==> src/hw/rtl/mftr_pkg.sv <==
// ----------------------------------------------------------------------------
// mftr_pkg
// Shared types, operation codes and the 5x7 glyph table of the text renderer.
// ----------------------------------------------------------------------------
package mftr_pkg;

  localparam logic [1:0] FUNC_CLEAR = 2'd0;
  localparam logic [1:0] FUNC_CHAR  = 2'd1;
  localparam logic [1:0] FUNC_RECT  = 2'd2;
  localparam logic [1:0] FUNC_READ  = 2'd3;

  localparam int GLYPH_COLS   = 5;
  localparam int GLYPH_ROWS   = 7;
  localparam int CELL_ADVANCE = 6;
  localparam int GLYPH_COUNT  = 43;
  localparam int EXP_BITS     = 49;

  typedef logic [7:0] glyph_byte_t;
  typedef logic [5:0] glyph_idx_t;

  typedef struct packed {
    logic       valid;
    glyph_idx_t idx;
  } glyph_sel_t;

  // controller -> datapath
  typedef struct packed {
    logic load;
    logic clr;
    logic prep;
    logic rd;
    logic wr;
    logic next_page;
    logic next_col;
    logic emit;
  } ctl_cmd_t;

  // datapath -> controller
  typedef struct packed {
    logic [1:0] func;
    logic       draw;
    logic       rd_ok;
    logic       page_end;
    logic       col_end;
    logic       clr_end;
  } dp_status_t;

  localparam glyph_byte_t GLYPH_ROM [GLYPH_COUNT][GLYPH_COLS] = '{
    '{8'h3E,8'h51,8'h49,8'h45,8'h3E}, '{8'h00,8'h42,8'h7F,8'h40,8'h00},
    '{8'h42,8'h61,8'h51,8'h49,8'h46}, '{8'h21,8'h41,8'h45,8'h4B,8'h31},
    '{8'h18,8'h14,8'h12,8'h7F,8'h10}, '{8'h27,8'h45,8'h45,8'h45,8'h39},
    '{8'h3C,8'h4A,8'h49,8'h49,8'h30}, '{8'h01,8'h71,8'h09,8'h05,8'h03},
    '{8'h36,8'h49,8'h49,8'h49,8'h36}, '{8'h06,8'h49,8'h49,8'h29,8'h1E},
    '{8'h7E,8'h11,8'h11,8'h11,8'h7E}, '{8'h7F,8'h49,8'h49,8'h49,8'h36},
    '{8'h3E,8'h41,8'h41,8'h41,8'h22}, '{8'h7F,8'h41,8'h41,8'h22,8'h1C},
    '{8'h7F,8'h49,8'h49,8'h49,8'h41}, '{8'h7F,8'h09,8'h09,8'h09,8'h01},
    '{8'h3E,8'h41,8'h49,8'h49,8'h7A}, '{8'h7F,8'h08,8'h08,8'h08,8'h7F},
    '{8'h00,8'h41,8'h7F,8'h41,8'h00}, '{8'h20,8'h40,8'h41,8'h3F,8'h01},
    '{8'h7F,8'h08,8'h14,8'h22,8'h41}, '{8'h7F,8'h40,8'h40,8'h40,8'h40},
    '{8'h7F,8'h02,8'h0C,8'h02,8'h7F}, '{8'h7F,8'h04,8'h08,8'h10,8'h7F},
    '{8'h3E,8'h41,8'h41,8'h41,8'h3E}, '{8'h7F,8'h09,8'h09,8'h09,8'h06},
    '{8'h3E,8'h41,8'h51,8'h21,8'h5E}, '{8'h7F,8'h09,8'h19,8'h29,8'h46},
    '{8'h46,8'h49,8'h49,8'h49,8'h31}, '{8'h01,8'h01,8'h7F,8'h01,8'h01},
    '{8'h3F,8'h40,8'h40,8'h40,8'h3F}, '{8'h1F,8'h20,8'h40,8'h20,8'h1F},
    '{8'h3F,8'h40,8'h38,8'h40,8'h3F}, '{8'h63,8'h14,8'h08,8'h14,8'h63},
    '{8'h07,8'h08,8'h70,8'h08,8'h07}, '{8'h61,8'h51,8'h49,8'h45,8'h43},
    '{8'h08,8'h14,8'h22,8'h41,8'h00}, '{8'h08,8'h08,8'h3E,8'h08,8'h08},
    '{8'h14,8'h08,8'h3E,8'h08,8'h14}, '{8'h00,8'h41,8'h22,8'h14,8'h08},
    '{8'h00,8'h60,8'h60,8'h00,8'h00}, '{8'h08,8'h08,8'h08,8'h08,8'h08},
    '{8'h63,8'h13,8'h08,8'h64,8'h63}
  };

  function automatic glyph_sel_t glyph_index(input logic [7:0] code);
    glyph_sel_t s;
    s.valid = 1'b1;
    s.idx   = '0;
    if (code >= 8'h30 && code <= 8'h39) begin
      s.idx = 6'(code - 8'h30);
    end else if (code >= 8'h41 && code <= 8'h5A) begin
      s.idx = 6'(code - 8'h41 + 8'd10);
    end else begin
      case (code)
        8'h3C:   s.idx = 6'd36;
        8'h2B:   s.idx = 6'd37;
        8'h2A:   s.idx = 6'd38;
        8'h3E:   s.idx = 6'd39;
        8'h2E:   s.idx = 6'd40;
        8'h2D:   s.idx = 6'd41;
        8'h25:   s.idx = 6'd42;
        default: s.valid = 1'b0;
      endcase
    end
    return s;
  endfunction

  function automatic glyph_byte_t glyph_column(input glyph_idx_t idx, input logic [2:0] col);
    glyph_byte_t b;
    b = '0;
    if (idx < 6'(GLYPH_COUNT) && col < 3'(GLYPH_COLS)) begin
      b = GLYPH_ROM[idx][col];
    end
    return b;
  endfunction

endpackage

==> src/hw/rtl/mftr_ctrl.sv <==
// ----------------------------------------------------------------------------
// mftr_ctrl
// Sequencer: clearing pass, read-modify-write walk and result handoff.
// ----------------------------------------------------------------------------
module mftr_ctrl (
  input  logic                 clk,
  input  logic                 rst_n,
  input  logic                 in_valid,
  output logic                 in_stall,
  output logic                 out_valid,
  input  logic                 out_stall,
  input  mftr_pkg::dp_status_t status,
  output mftr_pkg::ctl_cmd_t   cmd
);

  localparam logic [2:0] S_IDLE   = 3'd0;
  localparam logic [2:0] S_DECIDE = 3'd1;
  localparam logic [2:0] S_CLEAR  = 3'd2;
  localparam logic [2:0] S_PREP   = 3'd3;
  localparam logic [2:0] S_RD     = 3'd4;
  localparam logic [2:0] S_WR     = 3'd5;
  localparam logic [2:0] S_RRD    = 3'd6;
  localparam logic [2:0] S_DONE   = 3'd7;

  logic [2:0] state_r, state_nxt;
  logic       op_r, op_nxt;
  logic       out_valid_r, out_valid_nxt;

  assign in_stall  = (state_r != S_IDLE);
  assign out_valid = out_valid_r;

  always_comb begin
    state_nxt = state_r;
    op_nxt    = op_r;
    cmd       = '0;
    unique case (state_r)
      S_IDLE: begin
        if (in_valid) begin
          cmd.load  = 1'b1;
          op_nxt    = 1'b1;
          state_nxt = S_DECIDE;
        end
      end
      S_DECIDE: begin
        if (status.func == mftr_pkg::FUNC_CLEAR) begin
          state_nxt = S_CLEAR;
        end else if (status.func == mftr_pkg::FUNC_READ) begin
          state_nxt = status.rd_ok ? S_RRD : S_DONE;
        end else begin
          state_nxt = status.draw ? S_PREP : S_DONE;
        end
      end
      S_CLEAR: begin
        cmd.clr = 1'b1;
        if (status.clr_end) state_nxt = op_r ? S_DONE : S_IDLE;
      end
      S_PREP: begin
        cmd.prep  = 1'b1;
        state_nxt = S_RD;
      end
      S_RD: begin
        cmd.rd    = 1'b1;
        state_nxt = S_WR;
      end
      S_WR: begin
        cmd.wr = 1'b1;
        if (!status.page_end) begin
          cmd.next_page = 1'b1;
          state_nxt     = S_RD;
        end else if (!status.col_end) begin
          cmd.next_col = 1'b1;
          state_nxt    = S_PREP;
        end else begin
          state_nxt = S_DONE;
        end
      end
      S_RRD: begin
        cmd.rd    = 1'b1;
        state_nxt = S_DONE;
      end
      S_DONE: begin
        // hold until the output register is free
        if (!out_valid_r || !out_stall) begin
          cmd.emit  = 1'b1;
          op_nxt    = 1'b0;
          state_nxt = S_IDLE;
        end
      end
      default: state_nxt = S_IDLE;
    endcase
  end

  always_comb begin
    out_valid_nxt = out_valid_r && out_stall;
    if (cmd.emit) out_valid_nxt = 1'b1;
  end

  always_ff @(posedge clk) begin
    if (!rst_n) begin
      state_r     <= S_CLEAR;
      op_r        <= 1'b0;
      out_valid_r <= 1'b0;
    end else begin
      state_r     <= state_nxt;
      op_r        <= op_nxt;
      out_valid_r <= out_valid_nxt;
    end
  end

  a_emit_shows: assert property (@(posedge clk) disable iff (!rst_n)
    cmd.emit |=> out_valid_r)
    else $error("result not presented after emit");

  a_wr_after_rd: assert property (@(posedge clk) disable iff (!rst_n)
    cmd.wr |-> $past(cmd.rd))
    else $error("write without preceding read");

  a_done_holds: assert property (@(posedge clk) disable iff (!rst_n)
    (state_r == S_DONE && out_valid_r && out_stall) |=> state_r == S_DONE)
    else $error("result overwrote a pending word");

  a_no_load_busy: assert property (@(posedge clk) disable iff (!rst_n)
    cmd.load |-> !op_r)
    else $error("new item accepted during an operation");

endmodule

==> config.mk <==
export PLATFORM = sky130hd
export DESIGN_NAME = mftr_ctrl
export DESIGN_NICKNAME = d
export VERILOG_FILES = /design/src/hw/rtl/mftr_pkg.sv /design/src/hw/rtl/mftr_ctrl.sv
export SDC_FILE = /design/constraint.sdc
export NUM_CORES = 1
export LEC_CHECK = 0
export BUFFER_PORTS_ARGS = -buffer_cell sky130_fd_sc_hd__clkbuf_2
export CELL_PAD_IN_SITES_DETAIL_PLACEMENT = 0
export CELL_PAD_IN_SITES_GLOBAL_PLACEMENT = 2
export CORE_MARGIN = 10
export CORE_UTILIZATION = 20
export DETAILED_ROUTE_END_ITERATION = 8
export PLACE_DENSITY = 0.72
export SYNTH_ARGS = -nofsm -noshare
export SYNTH_HDL_FRONTEND = slang
export SYNTH_SLANG_ARGS = --single-unit
==> constraint.sdc <==
create_clock -name clk -period 1.45 [get_ports clk]
set_input_delay 0.29 -clock clk [delete_from_list [all_inputs] [get_ports clk]]
set_output_delay 0.29 -clock clk [all_outputs]
set_load 0.1 [all_outputs]
==> results_dict.tcl <==
set metrics [dict create \
    status "finished, violations left" \
    violations "negative setup slack" \
    worst-path-stages 3 \
    max-slew-margin-rel_pct 81.5 \
    post-route-period-util_pct 109 \
    rsz0062_at_grt "yes" \
    portBuffers 20 \
    r2r-start "state_r[0]$_SDFFE_PN0P_" \
    routed_wl_um 1390 \
    worst_r2r_endpoint "state_r[2]$_SDFFE_PN0P_" \
    nets 98 \
    synth_cells 50 \
    seq_area_frac_synth_pct 27.2 \
    ys_seq_elements 5 \
    yosys_warnings 0 \
    finalSetupViolCount 7 \
    core_um2 1730 \
    cts_buffers 3 \
    grt_overflow_total 0 \
    r2r_cells 6 \
    regArea_um2 110 \
    fp-row-count 15 \
    wl_per_cell_um 12.5 \
    grt_max_degree 8 \
    drt-initial-drc-count 6 \
    antenna_left 0 \
    clock.fmax_mhz 633 \
    synthArstFlopShare_pct 0 \
    synth_top_area_share_pct 27.2 \
    routed_via_density 4.32 \
    pin_count 21 \
    cts_root_buf "clkbuf_4" \
    stdcell_area_um2 850 \
    placed_cells 97 \
    grt_pass1_vias 521 \
    worst_pin_slew_ps 276 \
    die-area_um2 3950 \
    nFillCells 169 \
    avgSynthCellArea_um2 7.36 \
    min_period_ps 1580 \
    grt_pass1_wl_um 2370 \
    endpoint_kind "primary output" \
    drc 0 \
    antenna_found_initial 0 \
    initial_core_util_pct 21.3 \
    synth.largest_area_cell "dfxtp_1" \
    synth_common_cells "dfxtp_1, inv_1" \
    diodes 0 \
    path_buf_inv 2 \
    hp-start "rst_n" \
    crit_start "state_r[1]$_SDFFE_PN1P_" \
    worst_ir_drop_vdd_uv 667 \
    path_clk_slew_ps 40 \
    min_path_cells 2 \
    htreeDepth 1 \
    layout.cells.non_filler 111 \
    detailedPlacementHpwl_um 1020 \
    die_w_um 62.9 \
    cpPeakStageDelay_ps 380 \
    p_per_area_nw_per_um2 1720 \
    clock_skew_ps 0.229 \
    crit_required_ps 1160 \
    postPlaceCellArea_um2 706 \
    maxSlewViolCount 0 \
    path_cells "or3_4, buf_4, buf_12" \
    vias 480 \
    clk_latency_ps 240 \
    clock_path_buffers 2 \
    cts.sinks 5 \
    synth_enable_flop_cells 0 \
    cts_tree "done" \
    maxCapViolCount 0 \
    hold_class "in2reg" \
    synthFlopType "dfxtp_1" \
    finalWorstSetupSlack_ps -131 \
    multi_input_area_um2 302 \
    r2r_slack_ps 110 \
    path_max_fanout 5 \
    cts_hold_buffers 0 \
    critical_path.top_delay_family "simple AND/OR/NAND/NOR gates" \
    syn-cell-area_um2 368 \
    crit_path_start_kind "register" \
    area_growth_syn_to_layout_pct 131 \
    synth_area_leaders "dfxtp_1, nor2b_1, a21oi_1" \
    first_pass_iters 2 \
    critical_path_class "reg2out" \
    place_congestion 0.763 \
    crit_slowest_cell "or3_4" \
    holdWs_ps 282 \
    final_hold_viol_count 0 \
    drive_above_1_share_pct 66.3 \
    synth.distinct_cells 26 \
    cp.arrival_ps 1290 \
    synth_nets 61 \
    cp-endpoint "in_stall" \
    track_usage_pct 7.22 \
    leakage_nw 0.353 \
    die_y_um 62.9 \
]
[logic make-up after synthesis]
family | count (synthesis) | share of synthesized area, %
compound gates | 15 | 26.5
fa+ha+maj | 1 | 2.72
buf+inv | 8 | 11.6
flops | 5 | 27.2
simple gates | 21 | 32.0
[worst min path at each step]
stage,end,slack [ps]
6_report,state_r[1]$_SDFFE_PN1P_,280
5_1_grt,state_r[1]$_SDFFE_PN1P_,290
4_1_cts,state_r[1]$_SDFFE_PN1P_,270
3_5_place_dp,state_r[1]$_SDFFE_PN1P_,530
3_3_place_gp,out_valid$_SDFF_PN0_,550
2_1_floorplan,state_r[1]$_SDFFE_PN1P_,370
[registers in the layout (all words and copies together), names as in the netlist]
name       cells
op_r           1
out_valid      1
state_r        3
[power breakdown]
| part | switching (W) | internal (W) | total, W |
|---|---|---|---|
| clock network | 0.0000599 | 0.000104 | 0.000164 |
| logic | 0.000629 | 0.000442 | 0.00107 |
| registers | 0.0000441 | 0.000180 | 0.000224 |
[metal layers]
layer,GRT usage [%],share of wire (%)
met5,0,0
met4,4.75,2.1
met3,1.61,5.6
met2,13.1,53
met1,7.14,39
[per-stage QoR]
stage / TNS, ps / setup slack (ps) / total power, W / util (%)
global route: -726 / -160 / 0.00154 / 49.2
finish: -441 / -131 / 0.00146 / 49.2
global placement: 0 / 110 / 0.00114 / 40.9
CTS: -840 / -145 / 0.00145 / 48.4
floorplan: -1030 / -329 / 0.000830 / -
detailed placement: 0 / 94.6 / 0.00113 / 40.9
[layout by cell type (no fill, tap or decap), types with 2 or more instances in the layout]
cell type,n
a21oi_1,2
buf_12,9
buf_4,14
buf_6,2
clkbuf_2,10
clkbuf_4,3
dfxtp_2,2
dfxtp_4,2
inv_1,3
nand2_1,4
nor2_1,2
nor2_4,3
nor2b_1,3
o21ai_0,3
[cell type report]
class	count	area share, %
repair buffers	35	42.1
multi-input cells	37	35.5
flip-flops and latches	5	13.0
well taps	25	3.68
clock buffers	4	3.09
inverters	5	2.65
[repair_timing]
action / in CTS / in global routing
setup buffers: 8 / 3
endpoints found under the setup margin: 8 / 10
gates resized for setup: 13 / 1
pin swaps: 5 / 2
No activity file was read; power rests on OpenSTA's default activity.
